[src/rtl/graph_cut_weight_and_flip_gain_macros.svh]
// ----------------------------------------------------------------------------
// Graph cut engine assertion macros
// Concurrent assertion wrappers; define ASSERT_OFF to compile them out.
// ----------------------------------------------------------------------------
`ifndef GRAPH_CUT_WEIGHT_AND_FLIP_GAIN_MACROS_SVH
`define GRAPH_CUT_WEIGHT_AND_FLIP_GAIN_MACROS_SVH

`ifndef ASSERT_OFF

// check prop on every rising clk edge outside reset
`define GCW_ASSERT(lbl, clk, rstn, prop, msg) \
	lbl: assert property (@(posedge clk) disable iff (!rstn) prop) else $error(msg);

// check prop on every rising clk edge, reset included
`define GCW_ASSERT_ALWAYS(lbl, clk, prop, msg) \
	lbl: assert property (@(posedge clk) prop) else $error(msg);

`else

`define GCW_ASSERT(lbl, clk, rstn, prop, msg)

`define GCW_ASSERT_ALWAYS(lbl, clk, prop, msg)

`endif

`endif

[src/rtl/gcw_pkg.sv]
// ----------------------------------------------------------------------------
// Graph cut engine package
// Request codes and fixed field widths of the item and result beats.
// ----------------------------------------------------------------------------
package gcw_pkg;

	localparam int REQ_W    = 2;
	localparam int VERTEX_W = 10;
	localparam int WEIGHT_W = 16;
	localparam int BASE_W   = 32;
	localparam int VALUE_W  = 32;

	typedef logic [REQ_W-1:0] req_t;

	localparam req_t REQ_SET  = 2'd0;
	localparam req_t REQ_CUT  = 2'd1;
	localparam req_t REQ_GAIN = 2'd2;
	localparam req_t REQ_LOCK = 2'd3;

endpackage

[src/rtl/graph_cut_weight_and_flip_gain.sv]
// ----------------------------------------------------------------------------
// Graph cut weight and vertex flip gain engine
// Per-vertex side and lock bits in an on-chip memory; edge beats feed a
// saturating accumulator in cut, gain or locked-gain mode.
// ----------------------------------------------------------------------------
//  channel   handshake                    payload
//  --------  ---------------------------  ------------------------------------
//  item      item_valid / item_ready      req_type vertex side locked has_edge
//                                         edge_from edge_to weight base_score last
//  result    result_valid / result_ready  value saturated
//
// One item per cycle while item_ready is high; the result of a last item passes
// stage 1 and stage 2 into the result register, which raises result_valid.
// The rate is set by the two read ports of the vertex memory and the single
// accumulator add with clamp, both taken once per cycle.
// After reset a clearing pass writes every entry of the vertex memory to zero,
// with item_ready low.
// A stalled result holds the stages behind it only as far as they are full.
// ----------------------------------------------------------------------------
`include "graph_cut_weight_and_flip_gain_macros.svh"

module graph_cut_weight_and_flip_gain
	import gcw_pkg::*;
#(
	parameter int NUM_VERTICES = 1024,
	parameter int WEIGHT_BITS  = 16,
	parameter int ACC_BITS     = 32
) (
	input  logic                       clk,
	input  logic                       arst_n,

	input  logic                       item_valid,
	output logic                       item_ready,
	input  logic [REQ_W-1:0]           req_type,
	input  logic [VERTEX_W-1:0]        vertex,
	input  logic                       side,
	input  logic                       locked,
	input  logic                       has_edge,
	input  logic [VERTEX_W-1:0]        edge_from,
	input  logic [VERTEX_W-1:0]        edge_to,
	input  logic signed [WEIGHT_W-1:0] weight,
	input  logic signed [BASE_W-1:0]   base_score,
	input  logic                       last,

	output logic                       result_valid,
	input  logic                       result_ready,
	output logic signed [VALUE_W-1:0]  value,
	output logic                       saturated
);

	localparam int VA = $clog2(NUM_VERTICES);
	localparam int XW = (VA > VERTEX_W) ? VA : VERTEX_W;
	// wide enough for accumulator plus a negated weight or base score
	localparam int SW = ((ACC_BITS > BASE_W + 1) ? ACC_BITS : BASE_W + 1) + 1;

	localparam logic signed [SW-1:0] ACC_HI =
		{{(SW-ACC_BITS+1){1'b0}}, {(ACC_BITS-1){1'b1}}};
	localparam logic signed [SW-1:0] ACC_LO = ~ACC_HI;

	function automatic logic [SW:0] sat_add(input logic signed [SW-1:0] a,
		input logic signed [SW-1:0] b);
		logic signed [SW-1:0] s;
		s = a + b;
		if (s > ACC_HI) begin
			return {1'b1, ACC_HI};
		end else if (s < ACC_LO) begin
			return {1'b1, ACC_LO};
		end
		return {1'b0, s};
	endfunction

	// clearing pass
	logic          clear_q;
	logic [VA-1:0] clr_addr_q;

	// vertex memory: {side, lock}
	logic [1:0] mem_q [NUM_VERTICES];

	// stage 1: registered memory reads and item fields
	logic                         valid_s1;
	req_t                         req_s1;
	logic                         last_s1;
	logic                         edge_s1;
	logic signed [WEIGHT_BITS-1:0] w_s1;
	logic signed [BASE_W-1:0]     base_s1;
	logic                         far_to_s1;
	logic                         from_ok_s1;
	logic                         to_ok_s1;
	logic [1:0]                   rd_from_s1;
	logic [1:0]                   rd_to_s1;

	// accumulator
	logic signed [ACC_BITS-1:0] acc_q;
	logic                       sat_q;

	// stage 2: closed evaluation waiting for base score
	logic                 valid_s2;
	logic signed [SW-1:0] acc_s2;
	logic                 sat_s2;
	logic                 gain_s2;
	logic signed [BASE_W-1:0] base_s2;

	// result register
	logic                      result_valid_q;
	logic signed [VALUE_W-1:0] value_q;
	logic                      saturated_q;

	// handshake and addressing
	logic                     item_accept;
	logic                     rdy_out;
	logic                     rdy_s2;
	logic                     move_s2;
	logic                     take_s1;
	logic                     close_s1;
	logic [XW-1:0]            v_ext;
	logic [XW-1:0]            f_ext;
	logic [XW-1:0]            t_ext;
	logic                     v_ok;
	logic [WEIGHT_BITS+WEIGHT_W-1:0] w_ext;

	// edge arithmetic
	logic                 side_f;
	logic                 side_t;
	logic                 lock_f;
	logic                 lock_t;
	logic                 cut;
	logic                 far_lock;
	logic signed [SW-1:0] wx;
	logic signed [SW-1:0] addend;
	logic [SW:0]          edge_r;
	logic [SW:0]          base_r;

	assign rdy_out     = !result_valid_q || result_ready;
	assign move_s2     = valid_s2 && rdy_out;
	assign rdy_s2      = !valid_s2 || rdy_out;
	assign take_s1     = valid_s1 && rdy_s2;
	assign close_s1    = take_s1 && (req_s1 != REQ_SET) && last_s1;
	assign item_ready  = !clear_q && (!valid_s1 || rdy_s2);
	assign item_accept = item_valid && item_ready;

	assign v_ext = XW'(vertex);
	assign f_ext = XW'(edge_from);
	assign t_ext = XW'(edge_to);
	assign v_ok  = 32'(vertex) < 32'(NUM_VERTICES);
	assign w_ext = {{WEIGHT_BITS{1'b0}}, weight};

	always_ff @(posedge clk or negedge arst_n) begin
		if (!arst_n) begin
			clear_q    <= 1'b1;
			clr_addr_q <= '0;
		end else if (clear_q) begin
			clr_addr_q <= clr_addr_q + VA'(1);
			if (clr_addr_q == VA'(NUM_VERTICES - 1)) begin
				clear_q <= 1'b0;
			end
		end
	end

	always_ff @(posedge clk) begin
		if (clear_q) begin
			mem_q[clr_addr_q] <= '0;
		end else if (item_accept && req_type == REQ_SET && v_ok) begin
			mem_q[v_ext[VA-1:0]] <= {side, locked};
		end
		if (item_accept) begin
			rd_from_s1 <= mem_q[f_ext[VA-1:0]];
			rd_to_s1   <= mem_q[t_ext[VA-1:0]];
			from_ok_s1 <= 32'(edge_from) < 32'(NUM_VERTICES);
			to_ok_s1   <= 32'(edge_to) < 32'(NUM_VERTICES);
			far_to_s1  <= edge_from == vertex;
			req_s1     <= req_type;
			last_s1    <= last;
			edge_s1    <= has_edge;
			w_s1       <= w_ext[WEIGHT_BITS-1:0];
			base_s1    <= base_score;
		end
	end

	always_ff @(posedge clk or negedge arst_n) begin
		if (!arst_n) begin
			valid_s1 <= 1'b0;
		end else if (item_accept) begin
			valid_s1 <= 1'b1;
		end else if (take_s1) begin
			valid_s1 <= 1'b0;
		end
	end

	// out-of-range endpoints read as side 0, unlocked
	assign side_f   = rd_from_s1[1] & from_ok_s1;
	assign lock_f   = rd_from_s1[0] & from_ok_s1;
	assign side_t   = rd_to_s1[1] & to_ok_s1;
	assign lock_t   = rd_to_s1[0] & to_ok_s1;
	assign cut      = side_f ^ side_t;
	assign far_lock = far_to_s1 ? lock_t : lock_f;
	assign wx       = SW'(w_s1);

	always_comb begin
		addend = '0;
		if (edge_s1) begin
			case (req_s1)
				REQ_CUT: begin
					addend = cut ? wx : '0;
				end
				REQ_GAIN: begin
					addend = cut ? -wx : wx;
				end
				REQ_LOCK: begin
					if (far_lock) begin
						addend = cut ? -wx : wx;
					end
				end
				default: begin
					addend = '0;
				end
			endcase
		end
	end

	assign edge_r = sat_add(SW'(acc_q), addend);

	always_ff @(posedge clk or negedge arst_n) begin
		if (!arst_n) begin
			acc_q <= '0;
			sat_q <= 1'b0;
		end else if (take_s1 && req_s1 != REQ_SET) begin
			if (last_s1) begin
				acc_q <= '0;
				sat_q <= 1'b0;
			end else begin
				acc_q <= edge_r[ACC_BITS-1:0];
				sat_q <= sat_q | edge_r[SW];
			end
		end
	end

	always_ff @(posedge clk or negedge arst_n) begin
		if (!arst_n) begin
			valid_s2 <= 1'b0;
		end else if (close_s1) begin
			valid_s2 <= 1'b1;
		end else if (move_s2) begin
			valid_s2 <= 1'b0;
		end
	end

	always_ff @(posedge clk) begin
		if (close_s1) begin
			acc_s2  <= edge_r[SW-1:0];
			sat_s2  <= sat_q | edge_r[SW];
			gain_s2 <= req_s1 == REQ_GAIN;
			base_s2 <= base_s1;
		end
	end

	// base score closes a gain evaluation with its own clamp
	assign base_r = sat_add(acc_s2, gain_s2 ? SW'(base_s2) : '0);

	always_ff @(posedge clk or negedge arst_n) begin
		if (!arst_n) begin
			result_valid_q <= 1'b0;
		end else if (move_s2) begin
			result_valid_q <= 1'b1;
		end else if (result_ready) begin
			result_valid_q <= 1'b0;
		end
	end

	always_ff @(posedge clk) begin
		if (move_s2) begin
			value_q     <= base_r[VALUE_W-1:0];
			saturated_q <= sat_s2 | base_r[SW];
		end
	end

	assign result_valid = result_valid_q;
	assign value        = value_q;
	assign saturated    = saturated_q;

	`GCW_ASSERT(a_acc_cleared, clk, arst_n, close_s1 |=> (acc_q == '0 && !sat_q), "acc not cleared")
	`GCW_ASSERT(a_no_take_clear, clk, arst_n, clear_q |-> !item_accept, "beat taken in clear")
	`GCW_ASSERT(a_result_src, clk, arst_n, $rose(result_valid_q) |-> $past(valid_s2), "orphan result")
	`GCW_ASSERT(a_s2_hold, clk, arst_n, (valid_s2 && !rdy_out) |=> valid_s2, "stage 2 dropped")

endmodule
[config.mk]
export PLATFORM = sky130hd
export DESIGN_NAME = graph_cut_weight_and_flip_gain
export DESIGN_NICKNAME = d
export VERILOG_FILES = /design/src/rtl/gcw_pkg.sv /design/src/rtl/graph_cut_weight_and_flip_gain.sv
export VERILOG_INCLUDE_DIRS = /design/src /design/src/rtl
export SDC_FILE = /design/constraint.sdc
export NUM_CORES = 2
export LEC_CHECK = 0
export BUFFER_PORTS_ARGS = -buffer_cell sky130_fd_sc_hd__clkbuf_2
export CORE_UTILIZATION = 53
export CTS_BUF_LIST = sky130_fd_sc_hd__clkbuf_16
export CTS_CLUSTER_DIAMETER = 50
export CTS_CLUSTER_SIZE = 12
export DETAILED_ROUTE_END_ITERATION = 12
export PLACE_DENSITY = 0.74
export RECOVER_POWER = 100
export SLEW_MARGIN = 40
export SYNTH_ARGS = -nofsm -noshare
export SYNTH_HDL_FRONTEND = slang
export SYNTH_SLANG_ARGS = --single-unit
[constraint.sdc]
create_clock -name clk -period 53.9 [get_ports clk]
set_clock_uncertainty 0.05 [all_clocks]
set_input_delay 2.695 -clock clk [delete_from_list [all_inputs] [get_ports clk]]
set_output_delay 2.695 -clock clk [all_outputs]
set_load 0.05 [all_outputs]
== Word level (Yosys, flattened, before mapping) ==
Memories as Yosys holds them, arrays and structs flattened. A register that Yosys moved wholly into a read port is not among the register bits.
Cells that the tools add are included.

* Memory bits (writable): 2,048
* Memories kept: 1
* Word-level logic and storage cells: 91
* Output and inout port bits: 35
* Flip-flop bits (word level): 201
* Input bits: 88

{| class="wikitable"
|+ Memories
! memory !! words !! bits a word !! rd ports !! clocked after Yosys merged registers in !! write ports !! line !! RTL
|-
| mem_q || 1,024 || 2 || 2 || 2 || 1 || graph_cut_weight_and_flip_gain.sv:77 || <nowiki>logic [1:0] mem_q [NUM_VERTICES];</nowiki>
|}

* Multiplexer cells: 35
* Reduce and logical (&&, ||, !) cells: 20
* Eq/ne operators: 5
* Order comparisons: 4
* Add/subtract/negate cells: 4
* Bitwise logic cells: 3

{| class="wikitable"
|+ Operators with widths
! operator !! count
|-
| $mux 35 || 6
|-
| $mux 34 || 5
|-
| $pmux 34 s3 || 1
|-
| $gt 34x32->1 const B || 2
|-
| $lt 34x32->1 const B || 2
|-
| $add 32x34->34 || 1
|-
| $add 34x34->34 || 1
|-
| $neg 16->34 || 1
|-
| $mux 32 || 1
|-
| $mux 1 || 20
|-
| $add 10x1->10 const B || 1
|-
| $eq 10x10->1 || 1
|-
| $eq 10x10->1 const B || 1
|-
| $mux 10 || 1
|-
| $reduce_bool 2->1 || 4
|-
| $logic_and 1x1->1 || 7
|-
| $eq 2x2->1 const B || 2
|-
| $logic_not 1->1 || 4
|-
| $logic_or 1x1->1 || 3
|-
| $eq 2x1->1 const B || 1
|-
| $logic_not 2->1 || 1
|-
| $mux 2 || 1
|-
| $or 1x1->1 || 2
|-
| $reduce_or 2->1 || 1
|-
| $xor 1x1->1 || 1
|}

== Longest topological paths before layout ==
* Depth in word-level cells: 12
* Gate-level depth with buffers: 25
* Mapped depth without buffers: 23

== Least setup slack after synthesis ==
No wires, ideal clock.

* Path kind: in2reg
* Start point: input result_ready
* End point: memory mem_q[0][0], data pin
* Slack: 33,531 ps
* Library setup time: 2,891 ps
* Buffers on the path: 2
* Stages: 7
* Data arrival time: 17,428 ps
* Data required time: 50,959 ps
* Cell sequence: nor2b_1 a31oi_1 nand2_1 nor3_1 buf_2 buf_2 and2_1

* Longest elaborated chain between the ends: 11

{| class="wikitable"
|+ RTL lines
! item !! line !! RTL
|-
| start: declaration || graph_cut_weight_and_flip_gain.sv:46 || <nowiki>input logic result_ready,</nowiki>
|-
| $logic_or 1x1->1 || graph_cut_weight_and_flip_gain.sv:133 || <nowiki>assign rdy_out = !result_valid_q || result_ready;</nowiki>
|-
| $logic_or 1x1->1 || graph_cut_weight_and_flip_gain.sv:135 || <nowiki>assign rdy_s2 = !valid_s2 || rdy_out;</nowiki>
|-
| $logic_or 1x1->1 || graph_cut_weight_and_flip_gain.sv:138 || <nowiki>assign item_ready = !clear_q && (!valid_s1 || rdy_s2);</nowiki>
|-
| $logic_and 1x1->1 || graph_cut_weight_and_flip_gain.sv:138 ||
|-
| via item_ready || graph_cut_weight_and_flip_gain.sv:33 || <nowiki>output logic item_ready,</nowiki>
|-
| $logic_and 1x1->1 || graph_cut_weight_and_flip_gain.sv:139 || <nowiki>assign item_accept = item_valid && item_ready;</nowiki>
|-
| $logic_and 1x1->1 || graph_cut_weight_and_flip_gain.sv:162 || <nowiki>end else if (item_accept && req_type == REQ_SET && v_ok) begin</nowiki>
|-
| $mux 1 || graph_cut_weight_and_flip_gain.sv:162 ||
|-
| $mux 1 || graph_cut_weight_and_flip_gain.sv:160 || <nowiki>if (clear_q) begin</nowiki>
|-
| $mux 1 (not written as such) || graph_cut_weight_and_flip_gain.sv:163 || <nowiki>mem_q[v_ext[VA-1:0]] <= {side, locked};</nowiki>
|-
| $reduce_or 2->1 (no source line) || - ||
|-
| $mux 2 (no source line) || - ||
|-
| end: declaration || graph_cut_weight_and_flip_gain.sv:77 ||
|}

The timed path passes the listed nets, and every way through them passes these cells.

== Worst setup path in the final report ==
* Start point: input result_ready
* End point: memory mem_q[869][0], data pin

* Longest elaborated chain between the ends: 11

{| class="wikitable"
|+ RTL lines
! item !! line
|-
| $logic_or 1x1->1 || graph_cut_weight_and_flip_gain.sv:133
|-
| $logic_or 1x1->1 || graph_cut_weight_and_flip_gain.sv:135
|-
| $logic_or 1x1->1 || graph_cut_weight_and_flip_gain.sv:138
|-
| $logic_and 1x1->1 || graph_cut_weight_and_flip_gain.sv:138
|-
| $logic_and 1x1->1 || graph_cut_weight_and_flip_gain.sv:139
|-
| $logic_and 1x1->1 || graph_cut_weight_and_flip_gain.sv:162
|-
| $mux 1 || graph_cut_weight_and_flip_gain.sv:162
|-
| $mux 1 || graph_cut_weight_and_flip_gain.sv:160
|-
| $mux 1 (not written as such) || graph_cut_weight_and_flip_gain.sv:163
|-
| $reduce_or 2->1 (no source line) || -
|-
| $mux 2 (no source line) || -
|}

No other way between the ends.

==> impl_results.md <==
- Status: finished, violations left
- Failing checks: capacitance limit, slew limit
- Synthesized area: 111000 sq um
- Drt total wl: 325000 um
- Gpl congestion: 0.928
- Register-to-register setup slack: 36.47 ns
- Post-synth ARST share: 2.09%
- Core area: 207000 sq um
- PostCTS Resize Cnt: 0
- Critical Path RT: 53.62 ns
- VDD IR max: 29.7 uV
- Post-DRT Antenna Nets: 0
- Share of cells above drive strength 1: 24.7%
- Remaining DRCs: 0
- Worst-case headroom to the max-slew limit: -307%
- Period utilization: 34.8%
- Most common cell in the netlist: edfxtp_1
- HPWL Detailed: 194000 um
- Layout area overhead: 8.61%
- Antenna violations before repair: 14
- Yosys warns: 0
- GRT met3 Usage: 8.93%
- Cell repeated most along the worst path: clkbuf_1
- Total Routing Usage GR: 30.9%
- CTS tree: yes
- Largest area contributor in the netlist: edfxtp_1
- Die width: 459 um
- Cells along the critical path: clkbuf_2 -> nor2b_1 -> a31oi_1 -> nand2_1 -> nor3_1 -> clkbuf_1 -> and2_0 -> clkbuf_1 -> clkbuf_1 -> clkbuf_1 -> clkbuf_1
- Pwr Total: 3.81 mW
- Slew @ Worst Pin: 6.10 ns
- RSZ-0062 raised after global routing: no
- Yosys cell types: 76
- Yosys reg bits: 2253
- Drt pass-1 iters: 9
- Max Clk Rate: 53.3 MHz
- R2r endpoint: mem_q[869][0]$_DFFE_PP_
- Number of global-route vias before repair: 69.8k
- Crit path kind: primary input to register
- Total grt overflow: 0
- CTS sink cnt: 2253
- Setup-failing EPs final: 0
- Top Ports: 123
- Yosys top cell area share: 59.8%
- Largest net degree at the start of global routing: 208
- Cts bufs inserted: 219
- Clk_lat worst skew: 0.88 ns
- Die Y: 459 um
- Hold Buf Count CTS: 0
- Post-CTS setup buffer count: 0
- Setup WS pre-CTS: 45.47 ns
- Routed via count: 68.9k
- Synthesized instance count: 6784
- Hold endpoint: base_s2[29]$_DFFE_PP_
- Critical path arrival: 18.46 ns
- Final worst setup slack: 35.15 ns
- Hold Path Depth: 0
- First-pass GRT wire length: 471000 um
- Die area: 211000 sq um
- Htree depth: 4
- Clk root buf: clkbuf_16
- Worst r2r path cells: 9
- DR vias/cell: 7.16
- Setup TNS: 0 ns
- Final Hold Fails: 0
- Min-delay src: base_s1[29]$_DFFE_PP_
- Mapped Nets: 6944
- Clock tree buffer depth: 3
- Most Crowded Layer GR: met2
- Worst path bufs/invs: 6
- Slowest CP cell: clkbuf_1
- Port bufs: 122
- Critical path fanouts, max: 148
- Top Family by Delay on Critical Path: buffers and inverters
- HP Class: register to register
- Number of synthesized flops with an enable pin: 2206
- Fin nets: 6883
- Initial core utilization: 53.4%
- CP Capture Type: register
- Power Density: 31.7 nW/um^2
- Wire per inst: 33.8 um
- Leak: 37.6 nW
- Reported max-cap violation count: 53
- Minimum clock period after layout: 18.75 ns
- Primary FF master, synth: edfxtp_1
- Max-slew violation count: 3047
- Synth top area cells: edfxtp_1, mux4_2, nor2_1
- Crit start category: primary input
- # rows: 167
- Number of fill cells: 15.2k
- Post-synthesis sequential area ratio: 60.8%
- Syn avg cell area: 16.3 sq um
- Post-synth top cells: edfxtp_1, mux4_2, nor2_1
- Iter 0 DRT Violations: 10.7k
- Met2 Track Usage GR: 47.6%
- GRT met1 Usage: 39.1%
- Reg-to-reg startpoint: clear_q$_DFF_PN1_
- Crit path largest cell delay: 4.35 ns
- Worst-path clk slew: 0.06 ns
[placed cells by master, fill, tap and decap left out, types with 70 or more instances in the layout]
| master | netlist | layout |
|---|---|---|
| a21oi_1 | 216 | 216 |
| a22oi_1 | 158 | 158 |
| buf_4 | 27 | 87 |
| clkbuf_1 | 358 | 114 |
| clkbuf_16 | 0 | 220 |
| edfxtp_1 | 2206 | 2206 |
| ha_1 | 70 | 70 |
| inv_1 | 32 | 71 |
| mux4_2 | 1162 | 1162 |
| nand2_1 | 285 | 269 |
| nor2_1 | 1139 | 1132 |
| o21ai_0 | 115 | 113 |
[per-layer routing]
metal	wire (um)	part of all wire [%]
met1	108000	33
met2	151000	47
met3	44000	14
met4	21600	6.6
met5	65	0.020
[how the worst max path moves through the flow]
stage,startpoint,end,depth (start not counted)
3_3_place_gp,edge_to[0],rd_to_s1[0]$_DFFE_PP_,14
4_1_cts,edge_to[0],rd_to_s1[1]$_DFFE_PP_,12
3_5_place_dp,edge_to[0],rd_to_s1[1]$_DFFE_PP_,12
6_report,result_ready,mem_q[869][0]$_DFFE_PP_,11
2_1_floorplan,result_ready,mem_q[0][0]$_DFFE_PP_,7
5_1_grt,result_ready,mem_q[869][0]$_DFFE_PP_,11
[state kept, by name, summed over array words and instances (netlist names), 2 cells and up]
register,count
acc_q,32
rd_from_s1,2
base_s2,32
base_s1,32
acc_s2,34
req_s1,2
rd_to_s1,2
w_s1,16
value,32
mem_q,2048
clr_addr_q,10
[worst register-to-register path, cell delays in order, from the launching register on]
cell and delay [ns]:
dfstp_1 0.58, a31oi_1 0.32, nand2_1 0.15, nor3_1 0.16, clkbuf_1 0.97, and2_0 2.12
clkbuf_1 2.36, clkbuf_1 3.22, clkbuf_1 1.88, clkbuf_1 4.40
[area by class of cell]
| cell class | count | area (sq um) | share of cell area [%] |
|---|---|---|---|
| repair buffers | 303 | 2010 | 1.67 |
| diodes | 19 | 47.5 | 0.0395 |
| clock inverters | 88 | 714 | 0.594 |
| clock buffers | 220 | 5510 | 4.57 |
| well taps | 2788 | 3490 | 2.90 |
| multi-input cells | 3912 | 41000 | 34.1 |
| inverters | 34 | 135 | 0.112 |
| flip-flops and latches | 2253 | 67400 | 56.0 |
[cells by family after synthesis]
family | synth area share [%]
DFF | 60.8
and+or+nand+nor | 6.57
muxes | 24.2
AOI/OAI and AO/OA | 4.61
buffers and inverters | 2.35
xor gates and xnor gates | 0.647
adders and majority gates | 0.826
[where the power goes]
group | internal [mW] | switching (mW)
clock | 0.757 | 0.651
sequential | 1.94 | 0.0115
combinational | 0.181 | 0.267
[per-stage QoR]
stage                     instances  hold WS [ns]  instance area [sq um]  utilization, %
after global placement         9275         0.355                 114000            55.0
after CTS                      9590         0.370                 121000            58.1
final                          9617         0.367                 120000            58.0
after floorplan                6784         0.350                 111000               -
after detailed placement       9282         0.355                 114000            55.2
after global routing           9600         0.379                 120000            58.0
(Power assumes the default switching activity.)
